### config.mk
export PLATFORM = sky130hd
export DESIGN_NAME = keyword_tokenizer_flat
export DESIGN_NICKNAME = d
export VERILOG_FILES = /design/src/design/kt_pkg.sv /design/src/design/kt_byte_if.sv /design/src/design/kt_token_if.sv /design/src/design/keyword_tokenizer.sv /design/src/design/kt_front.sv /design/src/design/kt_queue.sv /design/src/design/kt_back.sv /design/src/flat_wrapper.sv
export SDC_FILE = /design/constraint.sdc
export NUM_CORES = 1
export LEC_CHECK = 0
export BUFFER_PORTS_ARGS = -buffer_cell sky130_fd_sc_hd__buf_2
export CORE_MARGIN = 10
export CORE_UTILIZATION = 65
export CTS_CLUSTER_DIAMETER = 120
export DETAILED_ROUTE_END_ITERATION = 6
export GPL_TIMING_DRIVEN = 1
export PLACE_DENSITY_LB_ADDON = 0.25
export SLEW_MARGIN = 20
export SYNTH_ARGS = -nofsm -noshare
export SYNTH_HDL_FRONTEND = slang
export SYNTH_SLANG_ARGS = --single-unit
### constraint.sdc
create_clock -name clk -period 9.7 [get_ports clk]
set_input_delay 0.485 -clock clk [delete_from_list [all_inputs] [get_ports clk]]
set_output_delay 0.485 -clock clk [all_outputs]
set_load 0.1 [all_outputs]
### src/design/kt_pkg.sv
`default_nettype none
package kt_pkg;

	// Width of the running byte position; it wraps at this width.
	localparam int POS_BITS = 16;
	localparam int LEN_BITS = 16;
	localparam int KIND_BITS = 5;

	localparam logic [KIND_BITS-1:0] KIND_END    = 5'd0;
	localparam logic [KIND_BITS-1:0] KIND_IDENT  = 5'd1;
	localparam logic [KIND_BITS-1:0] KIND_NUMBER = 5'd2;
	localparam logic [KIND_BITS-1:0] KIND_STRING = 5'd3;
	localparam logic [KIND_BITS-1:0] KIND_KW0    = 5'd4;
	localparam logic [KIND_BITS-1:0] KIND_SYM0   = 5'd20;

	localparam logic [7:0] CHAR_NUL   = 8'h00;
	localparam logic [7:0] CHAR_QUOTE = 8'h22;

	localparam int KW_COUNT = 16;
	localparam int KW_MAX = 8;
	localparam int SYM_COUNT = 8;

	localparam int QUEUE_DEPTH = 4;

	localparam logic [7:0] KW_TEXT [KW_COUNT][KW_MAX] = '{
		'{"l", "e", "t", 8'h00, 8'h00, 8'h00, 8'h00, 8'h00},
		'{"c", "p", "r", "i", "n", "t", 8'h00, 8'h00},
		'{"a", "d", "d", 8'h00, 8'h00, 8'h00, 8'h00, 8'h00},
		'{"s", "u", "b", 8'h00, 8'h00, 8'h00, 8'h00, 8'h00},
		'{"m", "u", "l", 8'h00, 8'h00, 8'h00, 8'h00, 8'h00},
		'{"d", "i", "v", 8'h00, 8'h00, 8'h00, 8'h00, 8'h00},
		'{"i", "f", 8'h00, 8'h00, 8'h00, 8'h00, 8'h00, 8'h00},
		'{"e", "l", "s", "e", 8'h00, 8'h00, 8'h00, 8'h00},
		'{"e", "q", "u", "a", "l", "s", 8'h00, 8'h00},
		'{"s", "t", "r", "i", "n", "g", 8'h00, 8'h00},
		'{"i", "n", "p", "u", "t", 8'h00, 8'h00, 8'h00},
		'{"t", "r", "u", "e", 8'h00, 8'h00, 8'h00, 8'h00},
		'{"f", "a", "l", "s", "e", 8'h00, 8'h00, 8'h00},
		'{"b", "o", "o", "l", 8'h00, 8'h00, 8'h00, 8'h00},
		'{"f", "u", "n", "c", 8'h00, 8'h00, 8'h00, 8'h00},
		'{"c", "e", "n", "d", 8'h00, 8'h00, 8'h00, 8'h00}
	};

	localparam logic [3:0] KW_LEN [KW_COUNT] = '{
		4'd3, 4'd6, 4'd3, 4'd3, 4'd3, 4'd3, 4'd2, 4'd4,
		4'd6, 4'd6, 4'd5, 4'd4, 4'd5, 4'd4, 4'd4, 4'd4
	};

	localparam logic [7:0] SYM_CHAR [SYM_COUNT] = '{"=", "(", ")", "{", "}", ";", "!", ":"};

	typedef enum logic [1:0] {
		MODE_IDLE   = 2'd0,
		MODE_IDENT  = 2'd1,
		MODE_NUMBER = 2'd2,
		MODE_STRING = 2'd3
	} mode_t;

	typedef struct packed {
		logic [KIND_BITS-1:0] kind;
		logic [15:0]          start;
		logic [LEN_BITS-1:0]  length;
	} token_t;

	// One queue entry holds the tokens caused by one byte, first one in tok0.
	typedef struct packed {
		logic   two;
		token_t tok0;
		token_t tok1;
	} entry_t;

	function automatic logic is_letter(input logic [7:0] c);
		return (c >= "a" && c <= "z") || (c >= "A" && c <= "Z");
	endfunction

	function automatic logic is_digit(input logic [7:0] c);
		return c >= "0" && c <= "9";
	endfunction

	function automatic logic is_space(input logic [7:0] c);
		return c == " " || (c >= 8'd9 && c <= 8'd13);
	endfunction

	// Keywords that still agree with the identifier after character c at offset idx.
	function automatic logic [KW_COUNT-1:0] kw_keep(input logic [7:0] c,
		input logic [LEN_BITS-1:0] idx);
		logic [KW_COUNT-1:0] keep;
		keep = '0;
		for (int k = 0; k < KW_COUNT; k++) begin
			keep[k] = (idx < LEN_BITS'(KW_LEN[k])) &&
				(KW_TEXT[k][idx[$clog2(KW_MAX)-1:0]] == c);
		end
		return keep;
	endfunction

	// The earliest keyword still matching at the full length wins.
	function automatic logic [KIND_BITS-1:0] ident_kind(input logic [KW_COUNT-1:0] mask,
		input logic [LEN_BITS-1:0] len);
		logic [KIND_BITS-1:0] kind;
		kind = KIND_IDENT;
		for (int k = KW_COUNT - 1; k >= 0; k--) begin
			if (mask[k] && len == LEN_BITS'(KW_LEN[k])) begin
				kind = KIND_KW0 + KIND_BITS'(k);
			end
		end
		return kind;
	endfunction

endpackage
`default_nettype wire

### src/design/kt_byte_if.sv
`default_nettype none
interface kt_byte_if;
	logic       valid;
	logic       ready;
	logic [7:0] text_byte;

	modport source(output valid, output text_byte, input ready);
	modport sink(input valid, input text_byte, output ready);
endinterface
`default_nettype wire

### src/design/kt_token_if.sv
`default_nettype none
interface kt_token_if;
	logic        valid;
	logic        ready;
	logic [4:0]  token_kind;
	logic [15:0] token_start;
	logic [15:0] token_length;
	logic        last_of_item;

	modport source(output valid, output token_kind, output token_start,
		output token_length, output last_of_item, input ready);
	modport sink(input valid, input token_kind, input token_start,
		input token_length, input last_of_item, output ready);
endinterface
`default_nettype wire

### src/design/keyword_tokenizer.sv
// Path: a byte's tokens are written into the queue at that byte's transfer; with the queue
// and the output register empty, the first one is then loaded into the output register.
// Throughput: one byte per cycle while the queue has room; the output register sends one
// token per cycle when not stalled, so a byte's two tokens go out one after the other.
// Reset: arst_n asynchronously returns the scanner to idle at position zero and empties
// the token queue; there is no clearing pass and the block accepts bytes right away.
`default_nettype none
module keyword_tokenizer import kt_pkg::*; (
	input  logic       clk,
	input  logic       arst_n,
	kt_byte_if.sink    text,
	kt_token_if.source token
);

	// The front end runs the scanner: one byte per transfer updates the mode, the
	// pending token, and the keyword match mask, and produces the zero, one or two
	// tokens that byte causes as a single queue entry.
	logic   push_valid, push_ready;
	entry_t push_entry;

	// The queue lets the scanner keep taking bytes while the output side stalls;
	// when it fills, the byte channel's ready drops.
	logic   pop, head_valid;
	entry_t head_entry;

	kt_front u_front (
		.clk        (clk),
		.arst_n     (arst_n),
		.text       (text),
		.push_valid (push_valid),
		.push_entry (push_entry),
		.push_ready (push_ready)
	);

	kt_queue u_queue (
		.clk        (clk),
		.arst_n     (arst_n),
		.push_valid (push_valid),
		.push_entry (push_entry),
		.push_ready (push_ready),
		.pop        (pop),
		.head_valid (head_valid),
		.head_entry (head_entry)
	);

	// The back end splits an entry into single token transfers and marks the last
	// token of each byte with last_of_item.
	kt_back u_back (
		.clk        (clk),
		.arst_n     (arst_n),
		.head_valid (head_valid),
		.head_entry (head_entry),
		.pop        (pop),
		.token      (token)
	);

endmodule
`default_nettype wire

### src/design/kt_front.sv
`default_nettype none
module kt_front import kt_pkg::*; (
	input  logic   clk,
	input  logic   arst_n,
	kt_byte_if.sink text,
	output logic   push_valid,
	output entry_t push_entry,
	input  logic   push_ready
);

	mode_t                mode_q, mode_d;
	logic [POS_BITS-1:0]  pos_q, pos_d;
	logic [15:0]          start_q, start_d;
	logic [LEN_BITS-1:0]  len_q, len_d;
	logic [KW_COUNT-1:0]  mask_q, mask_d;

	logic [7:0]           c;
	logic                 acc;
	logic [31:0]          pos_w, pos_inc_w;
	logic [POS_BITS-1:0]  pos_inc;
	logic [15:0]          pos16, pos_inc16;
	logic [LEN_BITS-1:0]  len_grow;
	logic                 alnum;

	logic                 idle_emit;
	token_t               idle_tok;
	mode_t                idle_mode;
	logic [15:0]          idle_start;
	logic [LEN_BITS-1:0]  idle_len;
	logic [KW_COUNT-1:0]  idle_mask;

	token_t               tok0, tok1;
	logic [1:0]           n_tok;

	assign c = text.text_byte;
	assign text.ready = push_ready;
	assign acc = text.valid && text.ready;

	assign pos_inc   = pos_q + POS_BITS'(1);
	assign pos_w     = 32'(pos_q);
	assign pos_inc_w = 32'(pos_inc);
	assign pos16     = pos_w[15:0];
	assign pos_inc16 = pos_inc_w[15:0];
	assign len_grow  = (len_q == '1) ? len_q : len_q + LEN_BITS'(1);
	assign alnum     = is_letter(c) || is_digit(c);

	// What a byte does when no token is open.
	always_comb begin
		idle_emit  = 1'b0;
		idle_tok   = '{kind: KIND_END, start: pos16, length: '0};
		idle_mode  = MODE_IDLE;
		idle_start = start_q;
		idle_len   = len_q;
		idle_mask  = mask_q;
		if (c == CHAR_NUL) begin
			idle_emit = 1'b1;
		end else if (is_space(c)) begin
			idle_emit = 1'b0;
		end else if (is_letter(c)) begin
			idle_mode  = MODE_IDENT;
			idle_start = pos16;
			idle_len   = LEN_BITS'(1);
			idle_mask  = kw_keep(c, '0);
		end else if (is_digit(c)) begin
			idle_mode  = MODE_NUMBER;
			idle_start = pos16;
			idle_len   = LEN_BITS'(1);
		end else if (c == CHAR_QUOTE) begin
			idle_mode  = MODE_STRING;
			idle_start = pos_inc16;
			idle_len   = '0;
		end else begin
			idle_emit = 1'b1;
			for (int s = 0; s < SYM_COUNT; s++) begin
				if (SYM_CHAR[s] == c) begin
					idle_tok.kind   = KIND_SYM0 + KIND_BITS'(s);
					idle_tok.length = LEN_BITS'(1);
				end
			end
		end
	end

	// Next scan mode.
	always_comb begin
		case (mode_q)
			MODE_IDENT:  mode_d = alnum ? MODE_IDENT : idle_mode;
			MODE_NUMBER: mode_d = is_digit(c) ? MODE_NUMBER : idle_mode;
			MODE_STRING: mode_d = (c == CHAR_QUOTE || c == CHAR_NUL) ? MODE_IDLE : MODE_STRING;
			MODE_IDLE:   mode_d = idle_mode;
			default:     mode_d = MODE_IDLE;
		endcase
	end

	// Tokens caused by this byte.
	always_comb begin
		tok0  = idle_tok;
		tok1  = idle_tok;
		n_tok = {1'b0, idle_emit};
		case (mode_q)
			MODE_IDENT: begin
				if (alnum) begin
					n_tok = 2'd0;
				end else begin
					tok0  = '{kind: ident_kind(mask_q, len_q), start: start_q, length: len_q};
					n_tok = idle_emit ? 2'd2 : 2'd1;
				end
			end
			MODE_NUMBER: begin
				if (is_digit(c)) begin
					n_tok = 2'd0;
				end else begin
					tok0  = '{kind: KIND_NUMBER, start: start_q, length: len_q};
					n_tok = idle_emit ? 2'd2 : 2'd1;
				end
			end
			MODE_STRING: begin
				if (c == CHAR_QUOTE) begin
					tok0  = '{kind: KIND_STRING, start: start_q, length: len_q};
					n_tok = 2'd1;
				end else if (c == CHAR_NUL) begin
					n_tok = 2'd1;
				end else begin
					n_tok = 2'd0;
				end
			end
			default: begin
				n_tok = {1'b0, idle_emit};
			end
		endcase
	end

	// Pending token data and position.
	always_comb begin
		start_d = start_q;
		len_d   = len_q;
		mask_d  = mask_q;
		case (mode_q)
			MODE_IDENT: begin
				if (alnum) begin
					mask_d = mask_q & kw_keep(c, len_q);
					len_d  = len_grow;
				end else begin
					start_d = idle_start;
					len_d   = idle_len;
					mask_d  = idle_mask;
				end
			end
			MODE_NUMBER: begin
				if (is_digit(c)) begin
					len_d = len_grow;
				end else begin
					start_d = idle_start;
					len_d   = idle_len;
					mask_d  = idle_mask;
				end
			end
			MODE_STRING: begin
				if (c != CHAR_QUOTE && c != CHAR_NUL) begin
					len_d = len_grow;
				end
			end
			default: begin
				start_d = idle_start;
				len_d   = idle_len;
				mask_d  = idle_mask;
			end
		endcase
		if (c == CHAR_NUL) begin
			mask_d = '1;
			pos_d  = '0;
		end else begin
			pos_d = pos_inc;
		end
	end

	always_ff @(posedge clk or negedge arst_n) begin
		if (!arst_n) begin
			mode_q  <= MODE_IDLE;
			pos_q   <= '0;
			start_q <= '0;
			len_q   <= '0;
			mask_q  <= '1;
		end else if (acc) begin
			mode_q  <= mode_d;
			pos_q   <= pos_d;
			start_q <= start_d;
			len_q   <= len_d;
			mask_q  <= mask_d;
		end
	end

	assign push_valid = acc && (n_tok != 2'd0);
	assign push_entry = '{two: (n_tok == 2'd2), tok0: tok0, tok1: tok1};

	a_nul_restarts: assert property (@(posedge clk) disable iff (!arst_n)
		acc && c == CHAR_NUL |=> pos_q == '0 && mode_q == MODE_IDLE && mask_q == '1)
		else $error("end of text did not restart the scanner");

endmodule
`default_nettype wire

### src/design/kt_queue.sv
`default_nettype none
module kt_queue import kt_pkg::*; (
	input  logic   clk,
	input  logic   arst_n,
	input  logic   push_valid,
	input  entry_t push_entry,
	output logic   push_ready,
	input  logic   pop,
	output logic   head_valid,
	output entry_t head_entry
);

	localparam int PTR_BITS = $clog2(QUEUE_DEPTH);

	entry_t              mem_q [QUEUE_DEPTH];
	logic [PTR_BITS-1:0] wr_ptr_q, rd_ptr_q;
	logic [PTR_BITS:0]   count_q;
	logic                full, push;

	assign full       = (count_q == (PTR_BITS + 1)'(QUEUE_DEPTH));
	assign push_ready = !full;
	assign push       = push_valid && !full;
	assign head_valid = (count_q != '0);
	assign head_entry = mem_q[rd_ptr_q];

	always_ff @(posedge clk) begin
		if (push) begin
			mem_q[wr_ptr_q] <= push_entry;
		end
	end

	always_ff @(posedge clk or negedge arst_n) begin
		if (!arst_n) begin
			wr_ptr_q <= '0;
			rd_ptr_q <= '0;
			count_q  <= '0;
		end else begin
			if (push) begin
				wr_ptr_q <= (wr_ptr_q == PTR_BITS'(QUEUE_DEPTH - 1)) ? '0 : wr_ptr_q + 1'b1;
			end
			if (pop) begin
				rd_ptr_q <= (rd_ptr_q == PTR_BITS'(QUEUE_DEPTH - 1)) ? '0 : rd_ptr_q + 1'b1;
			end
			count_q <= count_q + (PTR_BITS + 1)'(push) - (PTR_BITS + 1)'(pop);
		end
	end

	a_no_overfill: assert property (@(posedge clk) disable iff (!arst_n)
		count_q <= (PTR_BITS + 1)'(QUEUE_DEPTH))
		else $error("queue holds more entries than its depth");

	a_no_pop_empty: assert property (@(posedge clk) disable iff (!arst_n)
		pop |-> head_valid)
		else $error("queue popped while empty");

endmodule
`default_nettype wire

### src/design/kt_back.sv
`default_nettype none
module kt_back import kt_pkg::*; (
	input  logic       clk,
	input  logic       arst_n,
	input  logic       head_valid,
	input  entry_t     head_entry,
	output logic       pop,
	kt_token_if.source token
);

	logic   out_valid_q;
	token_t out_tok_q;
	logic   last_q;
	logic   sub_q;
	logic   load, first_of_two;

	assign load         = head_valid && (!out_valid_q || token.ready);
	assign first_of_two = head_entry.two && !sub_q;
	assign pop          = load && !first_of_two;

	always_ff @(posedge clk or negedge arst_n) begin
		if (!arst_n) begin
			out_valid_q <= 1'b0;
			sub_q       <= 1'b0;
		end else begin
			if (load) begin
				out_valid_q <= 1'b1;
				sub_q       <= first_of_two;
			end else if (token.ready) begin
				out_valid_q <= 1'b0;
			end
		end
	end

	always_ff @(posedge clk) begin
		if (load) begin
			out_tok_q <= sub_q ? head_entry.tok1 : head_entry.tok0;
			last_q    <= !first_of_two;
		end
	end

	assign token.valid        = out_valid_q;
	assign token.token_kind   = out_tok_q.kind;
	assign token.token_start  = out_tok_q.start;
	assign token.token_length = out_tok_q.length;
	assign token.last_of_item = last_q;

	a_pair_pending: assert property (@(posedge clk) disable iff (!arst_n)
		out_valid_q && !last_q |-> sub_q && head_valid)
		else $error("first of a token pair shown without its second pending");

	a_second_after_first: assert property (@(posedge clk) disable iff (!arst_n)
		load && first_of_two |=> sub_q && !last_q)
		else $error("token pair split incorrectly");

endmodule
`default_nettype wire

### src/flat_wrapper.sv
// flat-port wrapper written by rule: the top's interface ports become plain ports
module keyword_tokenizer_flat import kt_pkg::*;
  (clk, arst_n, text_valid, text_text_byte, text_ready, token_valid, token_token_kind, token_token_start, token_token_length, token_last_of_item, token_ready);
  kt_byte_if text_i ();
  kt_token_if token_i ();
  input  logic clk;
  input  logic arst_n;
  input wire logic [$bits(text_i.valid)-1:0] text_valid;
  input wire logic [$bits(text_i.text_byte)-1:0] text_text_byte;
  output wire logic [$bits(text_i.ready)-1:0] text_ready;
  output wire logic [$bits(token_i.valid)-1:0] token_valid;
  output wire logic [$bits(token_i.token_kind)-1:0] token_token_kind;
  output wire logic [$bits(token_i.token_start)-1:0] token_token_start;
  output wire logic [$bits(token_i.token_length)-1:0] token_token_length;
  output wire logic [$bits(token_i.last_of_item)-1:0] token_last_of_item;
  input wire logic [$bits(token_i.ready)-1:0] token_ready;
  assign text_i.valid = text_valid;
  assign text_i.text_byte = text_text_byte;
  assign text_ready = text_i.ready;
  assign token_valid = token_i.valid;
  assign token_token_kind = token_i.token_kind;
  assign token_token_start = token_i.token_start;
  assign token_token_length = token_i.token_length;
  assign token_last_of_item = token_i.last_of_item;
  assign token_i.ready = token_ready;
  keyword_tokenizer u_core (.clk(clk), .arst_n(arst_n), .text(text_i), .token(token_i));
endmodule
==> After elaboration in Yosys (flattened, before gate mapping) <==
Memories as Yosys holds them, arrays and structs flattened.
Cells that the tools add are included.
{ "classes": {"add_sub_neg": 6, "mul": 0, "div_mod_pow": 0, "n_lt_le_gt_ge": 14, "n_eq_ne": 56, "shifts": 0, "n_mux": 130, "bitwise": 3, "reduce_logical": 61} }
{ "op_table": {"columns": ["op", "n"], "rows": [
  ["16-bit two-way mux", 34],
  ["8-bit two-way mux", 32],
  ["37-bit two-way mux", 4],
  ["5-bit two-way mux", 29],
  ["16-bit case mux with 3 select lines", 3],
  ["8-bit equality test", 16],
  ["37-bit case mux with 3 select lines", 1],
  ["7-bit by 8-bit equality test with 1-bit output (first input constant)", 13],
  ["16-bit by 3-bit equality test with 1-bit output (second input constant)", 3],
  ["6-bit by 8-bit equality test with 1-bit output (first input constant)", 6],
  ["16-bit by 3-bit < comparator with 1-bit output (second input constant)", 3],
  ["1-bit logical AND", 43],
  ["16-bit by 1-bit adder with 16-bit output (second input constant)", 2],
  ["16-bit by 2-bit equality test with 1-bit output (second input constant)", 2],
  ["16-bit by 2-bit < comparator with 1-bit output (second input constant)", 2],
  ["2-bit two-way mux", 13],
  ["16-bit AND", 1],
  ["16-bit equality test (second input constant)", 1],
  ["8-bit by 6-bit equality test with 1-bit output (second input constant)", 2],
  ["8-bit by 7-bit greater-or-equal comparator with 1-bit output (second input constant)", 2],
  ["8-bit by 7-bit <= comparator with 1-bit output (second input constant)", 2],
  ["1-bit two-way mux", 12],
  ["2-bit equality test (second input constant)", 5],
  ["8-bit by 4-bit greater-or-equal comparator with 1-bit output (second input constant)", 1],
  ["26 further kinds", 38]
]} }
{ "word_totals": {"ff_bits": 113, "latchBits": 0, "ramBits": 300, "mem_bits_ro": 1024, "input_bits": 12, "output_inout_bits": 40, "wordCells": 301, "n_memories": 17} }
{ "mem_list": {"columns": ["memory", "words", "width", "read_ports", "rd_ports_with_merged_regs", "write_ports", "line_no", "source"], "rows": [
  ["u_core.u_queue.mem_q", 4, 75, 1, 0, 1, "kt_queue.sv:15", "entry_t mem_q [QUEUE_DEPTH];"],
  ["(no name shown)", 8, 8, 1, 0, 0, "kt_pkg.sv:90", "(KW_TEXT[k][idx[$clog2(KW_MAX)-1:0]] == c);"],
  ["(no name shown)", 8, 8, 1, 0, 0, "kt_pkg.sv:90", null],
  ["(no name shown)", 8, 8, 1, 0, 0, "kt_pkg.sv:90", null],
  ["(no name shown)", 8, 8, 1, 0, 0, "kt_pkg.sv:90", null],
  ["(no name shown)", 8, 8, 1, 0, 0, "kt_pkg.sv:90", null],
  ["11 more memories", null, null, null, null, null, null, null]
]} }

==> Logic depth before layout (Yosys ltp) <==
Gate-level depths: netlist of run 1.
{ "depth": {"word_depth": 20, "ltp_mapped": 15, "ltp_nobuf": 14} }

==> Hierarchy <==
From an unflattened synthesis of run 1, not the netlist that was laid out.
{ "hier_totals": {"hier_cells": 1370, "hier_area_um2": 19402.4} }
{ "modules_own_cells": {"columns": ["module", "instances", "cells_each", "area_per_inst_um2", "seq_area_each_um2"], "rows": [
  ["kt_queue", 1, 433, 11307.1, 9183.8],
  ["kt_front", 1, 848, 6371.1, 1671.6],
  ["kt_back", 1, 89, 1724.2, 1191.1]
]} }

==> Least setup slack after synthesis of run 1 <==
Ideal clock, no wire load.
{ "synth_timing": {"kind": "input-to-reg", "start": "input text_text_byte[3]", "end": "memory u_core.u_queue.mem_q[0][0] (netlist name) (enable)", "setup_ns": 0.424, "arrival_time_ns": 4.222, "required_ns": 9.276, "path_slack_ns": 5.053, "stages": 8, "path_buffers": 1, "cell_sequence": "clkbuf_1 > or4_4 > o22a_1 > mux2_4 > a21oi_4 > or3b_4 > a2111oi_4 > and2_1"} }
{ "synth_between": {"elab_chain_cells": 14, "word_cells_on_any_way": 34, "cone_classes": "8 x order compare; 2 x eq/ne; 13 x mux; 11 x reduce/logical"} }
{ "synth_rtl": {"columns": ["item", "line_no", "source"], "rows": [
  ["start, declared", "flat_wrapper.sv:9", "input wire logic [$bits(text_i.text_byte)-1:0] text_text_byte;"],
  ["8-bit by 6-bit greater-or-equal comparator with 1-bit output, or another cell as far along", "kt_pkg.sv:76", "return c >= \"0\" && c <= \"9\";"],
  ["1-bit logical AND, or another cell as far along", "kt_pkg.sv:76", null],
  ["1-bit two-way mux / 1-bit logical OR (equally long branches)", "kt_front.sv:64, kt_pkg.sv:72", null],
  ["1-bit two-way mux", "kt_front.sv:59", "end else if (is_letter(c)) begin"],
  ["1-bit two-way mux", "kt_front.sv:57", "end else if (is_space(c)) begin"],
  ["1-bit two-way mux", "kt_front.sv:55", "if (c == CHAR_NUL) begin"],
  ["2-bit two-way mux", "kt_front.sv:105, kt_front.sv:113", null],
  ["2-bit two-way mux, on equally long branches", "kt_front.sv:109, kt_front.sv:101", null],
  ["2-bit case mux with 3 select lines *", "kt_front.sv:99", "case (mode_q)"],
  ["2-bit nonzero test *", "kt_front.sv:192", "assign push_valid = acc && (n_tok != 2'd0);"],
  ["1-bit logical AND *", "kt_front.sv:192", null],
  ["1-bit logical AND *", "kt_queue.sv:22", "assign push = push_valid && !full;"],
  ["1-bit two-way mux *", "kt_queue.sv:27", "if (push) begin"],
  ["1-bit two-way mux (not written as such) *", "kt_queue.sv:28", "mem_q[wr_ptr_q] <= push_entry;"],
  ["end, declared", "kt_queue.sv:15", null]
]} }
Mark *: on every way between the ends. The rest lies on a longest branch, timed or not.

==> Worst setup path in the final report of run 1 <==
{ "layout_timing": {"start": "input text_text_byte[1]", "end": "memory u_core.u_queue.mem_q[3][70] (netlist name) (enable)"} }
The elaborated chain is that of the path after synthesis.

==> results of run 1 <==
[through the flow]
step	total power [uW]	util (%)	std cells	instance area (um2)	setup WS [ns]
5_1_grt	6130	72.9	1681	18400	5.17
4_1_cts	5890	72.9	1681	18400	5.36
3_3_place_gp	4460	68.3	1614	17200	4.93
3_5_place_dp	4520	68.3	1614	17200	4.87
2_1_floorplan	3990	-	1302	16800	5.05
6_report	5890	72.9	1681	18400	5.32
[power by group through the flow]
stage | logic (uW) | registers [uW] | clock network [uW]
finish | 2250 | 2290 | 1340
global route | 2400 | 2320 | 1410
CTS | 2250 | 2290 | 1350
detailed placement | 2220 | 2300 | 0
global placement | 2180 | 2280 | 0
floorplan | 1210 | 2780 | 0
[worst max-delay path, stage by stage]
cell and delay [ns]:
buf_2 0.34, or4_4 0.62, o22a_1 0.24, mux2_4 0.32, a21oi_4 0.20, or3b_4 0.44
a2111oi_4 0.64, and2_2 0.58, buf_4 0.60
[routing by layer]
metal / vias up / GRT usage [%] / wire length, um
li1: 4981 / - / -
met1: 5669 / 35.8 / 17400
met2: 695 / 39.7 / 19900
met3: 109 / 5.46 / 4010
met4: 0 / 8.46 / 1370
met5: - / 0 / 0
[layout by cell type, fill, tap and decap left out, drive strengths merged, types with 27 or more instances in the layout]
| master | netlist | final |
|---|---|---|
| a21oi | 45 | 45 |
| inv | 26 | 27 |
| nand3 | 40 | 40 |
| clkbuf | 65 | 48 |
| dfrtp | 59 | 59 |
| o21ai | 86 | 86 |
| mux2 | 37 | 37 |
| buf | 20 | 67 |
| nand2 | 155 | 155 |
| edfxtp | 278 | 278 |
| xnor2 | 30 | 30 |
| nor2 | 73 | 73 |
| and2 | 28 | 28 |
| mux4 | 60 | 60 |
[path summary, 6_finish.rpt]
kind / depth (start not counted) / to / startpoint / slack [ns]
worst max-delay path: 9 / u_core.u_queue.mem_q[3][70] / text_text_byte[1] / 5.32
worst min-delay path: 4 / u_core.u_back.token.valid / token_ready / 0.24
worst max register to register: 8 / u_core.u_queue.mem_q[3][73] / u_core.u_front.len_q[1] / 5.71
worst min register to register: 2 / u_core.u_front.mask_q[9] / u_core.u_front.mask_q[9] / 0.51
max in group asynchronous: 3 / u_core.u_queue.rd_ptr_q[0] / arst_n / 8.08
min in group asynchronous: 2 / u_core.u_front.pos16[2] / arst_n / 0.34
[registers in the layout, indices dropped and copies added, names as in the netlist]
name and count:
u_core.u_back.sub_q 1, u_core.u_back.token.last_of_item 1, u_core.u_back.token.token_kind 5, u_core.u_back.token.token_length 16, u_core.u_back.token.token_start 16, u_core.u_back.token.valid 1, u_core.u_front.len_q 16, u_core.u_front.mask_q 16
u_core.u_front.mode_q 2, u_core.u_front.pos16 16, u_core.u_front.start_q 16, u_core.u_queue.count_q 3, u_core.u_queue.mem_q 240, u_core.u_queue.rd_ptr_q 2, u_core.u_queue.wr_ptr_q 2
[cell families after synthesis]
logic type | Yosys count
buffers and inverters | 115
muxes | 99
xor gates and xnor gates | 47
adders and majority gates | 17
and+or+nand+nor | 420
AOI/OAI and AO/OA | 251
DFF | 353
[layout make-up]
class	count	area, um2	area share, %
Tap cell	330	413	2.24
Clock inverter	18	139	0.754
Clock buffer	48	1020	5.53
Inverter	30	113	0.612
Timing Repair Buffer	68	388	2.11
Sequential cell	353	10200	55.7
Multi-Input combinational cell	834	6090	33.1
==> impl_metrics.yaml, run 1 <==
yosys:
  synth_top_family_by_area: "simple AND/OR/NAND/NOR gates"
  synthSimpleGateAreaFrac_pct: 12.0
  postSynthAreaPerCell_um2: 12.9
  async_flop_share_pct: 21.2
  yosysSeqAreaShare_pct: 61.1
  synth_commonest_cells: "edfxtp_1 (278), nand2_1 (155), o21ai_0 (85)"
  synth_xor_area_share_pct: 2.45
  synth_ff_type: "edfxtp_1"
  synthMuxAreaShare_pct: 10.7
  syn_inst: 1302
  ys_ff_latch: 353
  synth.cell_area_um2: 16800
  synth_top_cell_area_share_pct: 49.8
  ys_types: 77
  synth_top_cell_by_area: "edfxtp_1"
  synth_fa_ha_area_share_pct: 1.31
  yosysWarnings: 0
  synth_most_common_cell: "edfxtp_1"
  syn-num-nets: 1331
  synth.area.top_cells: "edfxtp_1 (50%), dfrtp_1 (8.8%), mux4_2 (8.1%)"
  synth-edff-count: 278
  synth_compound_area_share_pct: 9.73
run_status:
  status: "finished clean"
cells_and_area:
  drive_gt1_share_pct: 18.7
  fin_nets: 1352
  syn2layout_area_growth_pct: 9.77
  fillerInstances: 1581
  diodes: 0
route:
  avgViaCountPerCell: 6.81
  drc: 0
  wl_mm: 42.6
  first_iter_violations: 1377
  wl_per_cell_um: 25.4
  antenna_left: 0
  firstDrtPassIters: 5
  via_count: 11454
power:
  internal_power_uw: 3500
  power_frac_seq_pct: 39.0
  p_leak_uw: 0.00665
  p_comb_share_pct: 38.3
  p_switching_uw: 2390
  p_sw_share_pct: 40.5
  powerDensity_nw_per_um2: 320
  pwr-share-clk_pct: 22.7
  ir_drop_mv: 0.422
timing:
  fmax_mhz: 228
  rsz0062_at_grt: "no"
  worstMarginPinSlew_ns: 1.14
  period_share_pct: 45.2
  drv_slew: 0
  finalSetupViolations: 0
  finalSetupTns_ns: 0
  relSlewSlack_pct: 23.9
  finalHoldViolations: 0
  finalClockSkew_ns: 0.0215
  final.hold.worst_slack_ns: 0.238
  fin_crit_ns: 4.38
clock_network:
  cts_tree: "yes"
  clock_path_buffers: 3
  cts_buffers: 36
  clkSinkCount: 353
  hold_buffers: 1
  clkTransAtPathRegs_ns: 0.06
  clkLatencyLatePin_ns: 0.52
  cts-root-buf: "clkbuf_16"
  post_cts_buffers: 0
  cts_max_level: 2
  ctsResizeCount: 0
floorplan:
  start_util_pct: 66.4
  io_pins: 52
  rows: 58
  fp.dieH_um: 181
  coreArea_um2: 25300
  dieArea_um2: 32600
  dieWidth_um: 181
worst_setup_path:
  critPathArrivalTime_ns: 4.51
  start_kind: "input port"
  path_class: "input port to register"
  crit_fanout: 42
  cp.required_ns: 9.83
  end_kind: "register"
flow_run:
  drv_cap: 0
global_routing:
  grt_pass1_vias: 11399
  grt_max_degree: 63
  grt_overflow: 0
  grt_use_total_pct: 25.7
  grt_pass1_wl_mm: 66.5
  antenna_found_initial: 0
place:
  place_hpwl_mm: 26.2
  io_buffers: 51
  gp_congestion: 0.966
worst_hold_path:
  hp-class: "input port to register"
No activity file was read; power rests on OpenSTA's default activity.
==> run 2, diff against run 1 <==
CORE_UTILIZATION = 56   (was 65)
clock period = 4 ns   (was 9.7 ns; I/O delays follow)
==> run 2 against run 1 <==
  * Sequential power increased by 140%
  * Global-route usage shrank 3.4 points
  * Largest power group is now combinational cells
  * Die area grew 14%
  * Via count is 1.9% lower
  * Clock skew fell by 0.010 ns
  * Combinational power rose by 150%
  * Worst hold slack worse by 0.026 ns
==> impl_metrics.yaml, run 2 (synthesis results as in run 1) <==
timing:
  finalSetupViolations: 0
  final.hold.worst_slack_ns: 0.212
  setup_ws_ns: 0.782
  fmax_mhz: 311
  finalClockSkew_ns: 0.0111
  finalHoldViolations: 0
  rsz0062_at_grt: "no"
  finalSetupTns_ns: 0
  fin_crit_ns: 3.22
  drv_slew: 0
  relSlewSlack_pct: 24.7
  period_share_pct: 80.4
  worstMarginPinSlew_ns: 1.13
clock_network:
  cts_tree: "yes"
  cts_buffers: 36
  clkLatencyLatePin_ns: 0.51
  post_cts_buffers: 0
  clkTransAtPathRegs_ns: 0.06
  cts-root-buf: "clkbuf_16"
  clock_path_buffers: 3
  cts_max_level: 2
  clkSinkCount: 353
cells_and_area:
  fillerInstances: 2245
  fin_nets: 1380
  multi_input_area_um2: 6090
  syn2layout_area_growth_pct: 11.8
  layout.area.seq_um2: 10200
  drive_gt1_share_pct: 20.0
  final_common_cell: "edfxtp_1"
  final_cell_mix: "edfxtp_1 (278), nand2_1 (155), o21ai_0 (85), nor2_1 (73), mux4_2 (60)"
  diodes: 0
  max_flop_register: "u_core.u_queue.mem_q"
  largest_reg_flops: 240
  fin_cells: 1768
global_routing:
  grt_overflow: 0
  grt_pass1_wl_mm: 65.1
  grtUsageMet1_pct: 33.6
  met2_usage_pct: 33.3
  grtUsageMet3_pct: 3.96
  grt_use_total_pct: 22.3
  antenna_found_initial: 0
  grt.busiest_layer: "met1"
  grt_pass1_vias: 11199
  grt_max_degree: 76
route:
  wl_mm: 41.0
  wl_per_cell_um: 23.2
  drc: 0
  first_iter_violations: 1155
  antenna_left: 0
  via_count: 11242
  firstDrtPassIters: 5
  avgViaCountPerCell: 6.36
worst_setup_path:
  r2r-start: "u_core.u_front.len_q[1]"
  crit_fanout: 6
  critPathArrivalTime_ns: 3.65
  end_kind: "register"
  rr_worst_depth: 7
  cp_cell_sequence: "buf_2 -> or4_4 -> o22a_1 -> mux2_4 -> a21oi_4 -> or3b_4 -> a2111oi_4 -> inv_1 -> ha_1 -> inv_1 -> ha_1 -> inv_1 -> fa_1 -> xnor2_1 -> xnor2_1"
  cp.required_ns: 4.43
  max_stage_delay_ns: 0.54
  r2r_slack_ns: 0.84
  r2r-end: "u_core.u_queue.mem_q[1][71]"
  crit_family: "simple AND/OR/NAND/NOR gates"
  path_class: "input port to register"
  start_kind: "input port"
  slowest_stage: "or4_4"
  path_common_cell: "inv_1"
  crit_buf_inv: 4
worst_hold_path:
  hold_depth: 5
  min_from: "text_valid"
  hp-class: "input port to register"
  min_to: "u_core.u_front.pos16[0]"
floorplan:
  io_pins: 52
  start_util_pct: 56.7
  dieArea_um2: 37300
  coreArea_um2: 29600
  rows: 63
  dieWidth_um: 193
  fp.dieH_um: 193
power:
  p_total_uw: 14300
  p_leak_uw: 0.00680
  ir_drop_mv: 0.406
  powerDensity_nw_per_um2: 760
place:
  post-place-ws_ns: 0.282
  io_buffers: 51
  gp_congestion: 0.927
  placed_cells: 1701
  place_hpwl_mm: 26.3
run_status:
  status: "finished clean"
flow_run:
  drv_cap: 0
-- run 2: cell types whose count changed in the layout (fill, tap and decap cells not counted), sizes merged --
cell | before | now
clkbuf | 48 | 49
inv | 27 | 26
buf | 67 | 94
dlygate4sd3 | 1 | 2
clkinvlp | 3 | 2
-- run 2: worst min-delay path, cell delays in order --
cell     delay, ns
buf_2         0.08
nand2_1       0.04
buf_4         0.20
nand2_1       0.08
o21ai_0       0.07
-- run 2: per-layer routing --
metal	vias up	wire length, um
met3	77	3380
met1	5584	18400
met5	-	0
li1	5041	-
met2	540	18400
met4	0	796
-- run 2: how the worst max path moves through the flow --
stage | cells past startpoint | startpoint | slack [ns] | endpoint
4_1_cts | 15 | text_text_byte[0] | 0.80 | u_core.u_queue.count_q[2]
2_1_floorplan | 15 | text_text_byte[3] | 0.24 | u_core.u_queue.count_q[2]
3_3_place_gp | 15 | text_text_byte[0] | 0.32 | u_core.u_queue.count_q[2]
6_report | 15 | text_text_byte[0] | 0.78 | u_core.u_queue.count_q[2]
3_5_place_dp | 15 | text_text_byte[0] | 0.28 | u_core.u_queue.count_q[2]
5_1_grt | 16 | text_text_byte[1] | 0.60 | u_core.u_queue.count_q[2]
-- run 2: per-stage QoR --
stage | area [um2] | util (%)
after floorplan | 16800 | -
after global placement | 17600 | 59.5
after detailed placement | 17600 | 59.5
after CTS | 18700 | 63.4
after global routing | 18700 | 63.4
final | 18700 | 63.4
-- run 2: repair_timing --
action | 4_1_cts | 5_1_grt
endpoints found under the hold margin | 60 | 0
hold buffers | 2 | 0
resized for setup | 0 | 0
-- run 2: layout make-up --
type                            count  area share [%]
Clock buffer                       49            5.45
Clock inverter                     16           0.641
Inverter                           30           0.607
Multi-Input combinational cell    834            32.5
Sequential cell                   353            54.7
Tap cell                          390            2.60
Timing Repair Buffer               96            3.56
-- run 2: power by group --
group	switching [uW]	internal [uW]
logic	3860	1720
registers	465	4990
clock network	1360	1870
==> run 3, diff against run 2 <==
clock period = 2.9 ns   (was 4 ns; I/O delays follow)
==> run 3 against run 2 <==
  * The run now ends with negative setup slack left
  * Utilization up 1.8 points
  * Count of clock-buffer cells in the layout down 6
  * Largest cell class unchanged
  * Worst hold slack better by 0.039 ns
  * Die area unchanged
  * Setup slack worse by 0.96 ns
  * Power up 40%
  * First-iteration DRC count up 29%
  * Flip-flop and latch count unchanged
  * Non-clock buffer count up 57
==> impl_metrics.yaml, run 3 (synthesis results as in run 1) <==
route:
  drc: 0
  first_iter_violations: 1492
  via_count: 11521
  antenna_left: 0
  firstDrtPassIters: 6
  avgViaCountPerCell: 6.31
  wl_mm: 40.5
  wl_per_cell_um: 22.2
worst_setup_path:
  end_kind: "register"
  crit_fanout: 2
  rr_worst_depth: 9
  path_class: "input port to register"
  r2r_slack_ns: 0.13
  max_stage_delay_ns: 0.52
  cp.required_ns: 3.28
  start_kind: "input port"
  r2r-end: "u_core.u_queue.count_q[2]"
  cp_cell_sequence: "buf_6 -> or4_4 -> o22a_1 -> mux2_4 -> a21oi_4 -> or3b_4 -> a2111oi_4 -> inv_1 -> ha_1 -> inv_1 -> ha_2 -> inv_2 -> fa_2 -> xnor2_1 -> xnor2_1"
  r2r-start: "u_core.u_queue.rd_ptr_q[0]"
  critPathArrivalTime_ns: 3.45
  slowest_stage: "or4_4"
worst_hold_path:
  hp-class: "input port to register"
  hold_depth: 6
  min_to: "u_core.u_front.mask_q[5]"
  min_from: "text_text_byte[2]"
cells_and_area:
  syn2layout_area_growth_pct: 14.9
  diodes: 0
  largest_reg_flops: 240
  fin_cells: 1825
  final_util_pct: 65.2
  max_flop_register: "u_core.u_queue.mem_q"
  final_common_cell: "edfxtp_1"
  final_cell_mix: "edfxtp_1 (278), nand2_1 (154), buf_4 (88), o21ai_0 (85), nor2_1 (73)"
  final_cell_area_um2: 19300
  fillerInstances: 2161
  fin_nets: 1437
  drive_gt1_share_pct: 23.5
floorplan:
  start_util_pct: 56.7
  dieArea_um2: 37300
  io_pins: 52
  fp.dieH_um: 193
  dieWidth_um: 193
  rows: 63
  coreArea_um2: 29600
global_routing:
  grt_overflow: 0
  grt_pass1_wl_mm: 63.9
  grt_pass1_vias: 11216
  grt_max_degree: 76
  grt_use_total_pct: 21.9
  antenna_found_initial: 0
clock_network:
  cts_max_level: 2
  cts_tree: "yes"
  clkLatencyLatePin_ns: 0.52
  cts-root-buf: "clkbuf_16"
  clkTransAtPathRegs_ns: 0.06
  cts_buffers: 36
  clock_path_buffers: 3
  clkSinkCount: 353
timing:
  worstMarginPinSlew_ns: 0.996
  rsz0062_at_grt: "yes"
  fin_crit_ns: 3.07
  period_share_pct: 106
  fmax_mhz: 325
  finalSetupViolations: 2
  relSlewSlack_pct: 33.6
  finalClockSkew_ns: 0.0214
  setup_ws_ns: -0.173
  final.hold.worst_slack_ns: 0.251
  drv_slew: 0
  finalHoldViolations: 0
power:
  p_total_uw: 19900
  powerDensity_nw_per_um2: 1030
  p_leak_uw: 0.00711
  ir_drop_mv: 0.534
run_status:
  violations: "negative setup slack"
  status: "finished with violations"
place:
  placed_cells: 1756
  gp_congestion: 0.978
  placedInstanceArea_um2: 18100
  io_buffers: 51
  place_hpwl_mm: 27.0
flow_run:
  drv_cap: 0
-- run 3: through the flow --
stage          worst slack [ns]  TNS, ns
3_5_place_dp             -0.659   -73.66
5_1_grt                  -0.311   -0.531
3_3_place_gp             -0.619   -64.21
6_report                 -0.173   -0.271
4_1_cts                  -0.133   -0.192
2_1_floorplan            -0.716  -173.47
-- run 3: cell type report --
| class | instances | area, um2 | share of cell area [%] |
|---|---|---|---|
| flip-flops and latches | 353 | 10200 | 53.2 |
| multi-input cells | 834 | 6100 | 31.7 |
| repair buffers | 153 | 1190 | 6.20 |
| clock buffers | 43 | 927 | 4.81 |
| well taps | 390 | 488 | 2.53 |
| clock inverters | 22 | 198 | 1.03 |
| inverters | 30 | 113 | 0.584 |
-- run 3: worst max-delay path, delay by kind of cell --
| kind | cells | cell delay (ns) |
|---|---|---|
| buffers and inverters | 4 | 0.27 |
| and+or+nand+nor | 2 | 0.94 |
| AOI/OAI and AO/OA | 3 | 0.75 |
| adders and majority gates | 3 | 0.78 |
| xor gates and xnor gates | 2 | 0.27 |
| muxes | 1 | 0.29 |
-- run 3: worst max-delay path by stage --
stage	startpoint	to	slack [ns]	depth (start not counted)
floorplan	text_text_byte[0]	u_core.u_queue.mem_q[0][0]	-0.72	8
global placement	text_text_byte[0]	u_core.u_queue.count_q[2]	-0.62	15
detailed placement	text_text_byte[0]	u_core.u_queue.count_q[2]	-0.66	15
CTS	text_text_byte[0]	u_core.u_queue.count_q[2]	-0.13	15
global route	text_text_byte[0]	u_core.u_queue.count_q[2]	-0.31	15
finish	text_text_byte[0]	u_core.u_queue.count_q[2]	-0.17	15
-- run 3: what timing repair did --
action	4_1_cts	5_1_grt
setup buffers	1	1
gates cloned	0	0
hold buffers	2	0
endpoints found under the hold margin	60	0
endpoints found under the setup margin	2	2
resized for setup	0	5
-- run 3: where the power goes --
part           leakage, uW  internal, uW  switching (uW)
clock network     0.000553          2560            1860
registers          0.00361          6880             535
logic              0.00294          2620            5460
-- run 3: routing by layer --
layer	GRT usage [%]	part of all wire (%)	vias to the layer above	wire length, um
met5	0	0	-	0
met2	32.4	45	532	18200
met4	7.40	3.0	0	1210
met3	3.00	7.7	89	3130
li1	-	-	5168	-
met1	32.9	44	5732	17900
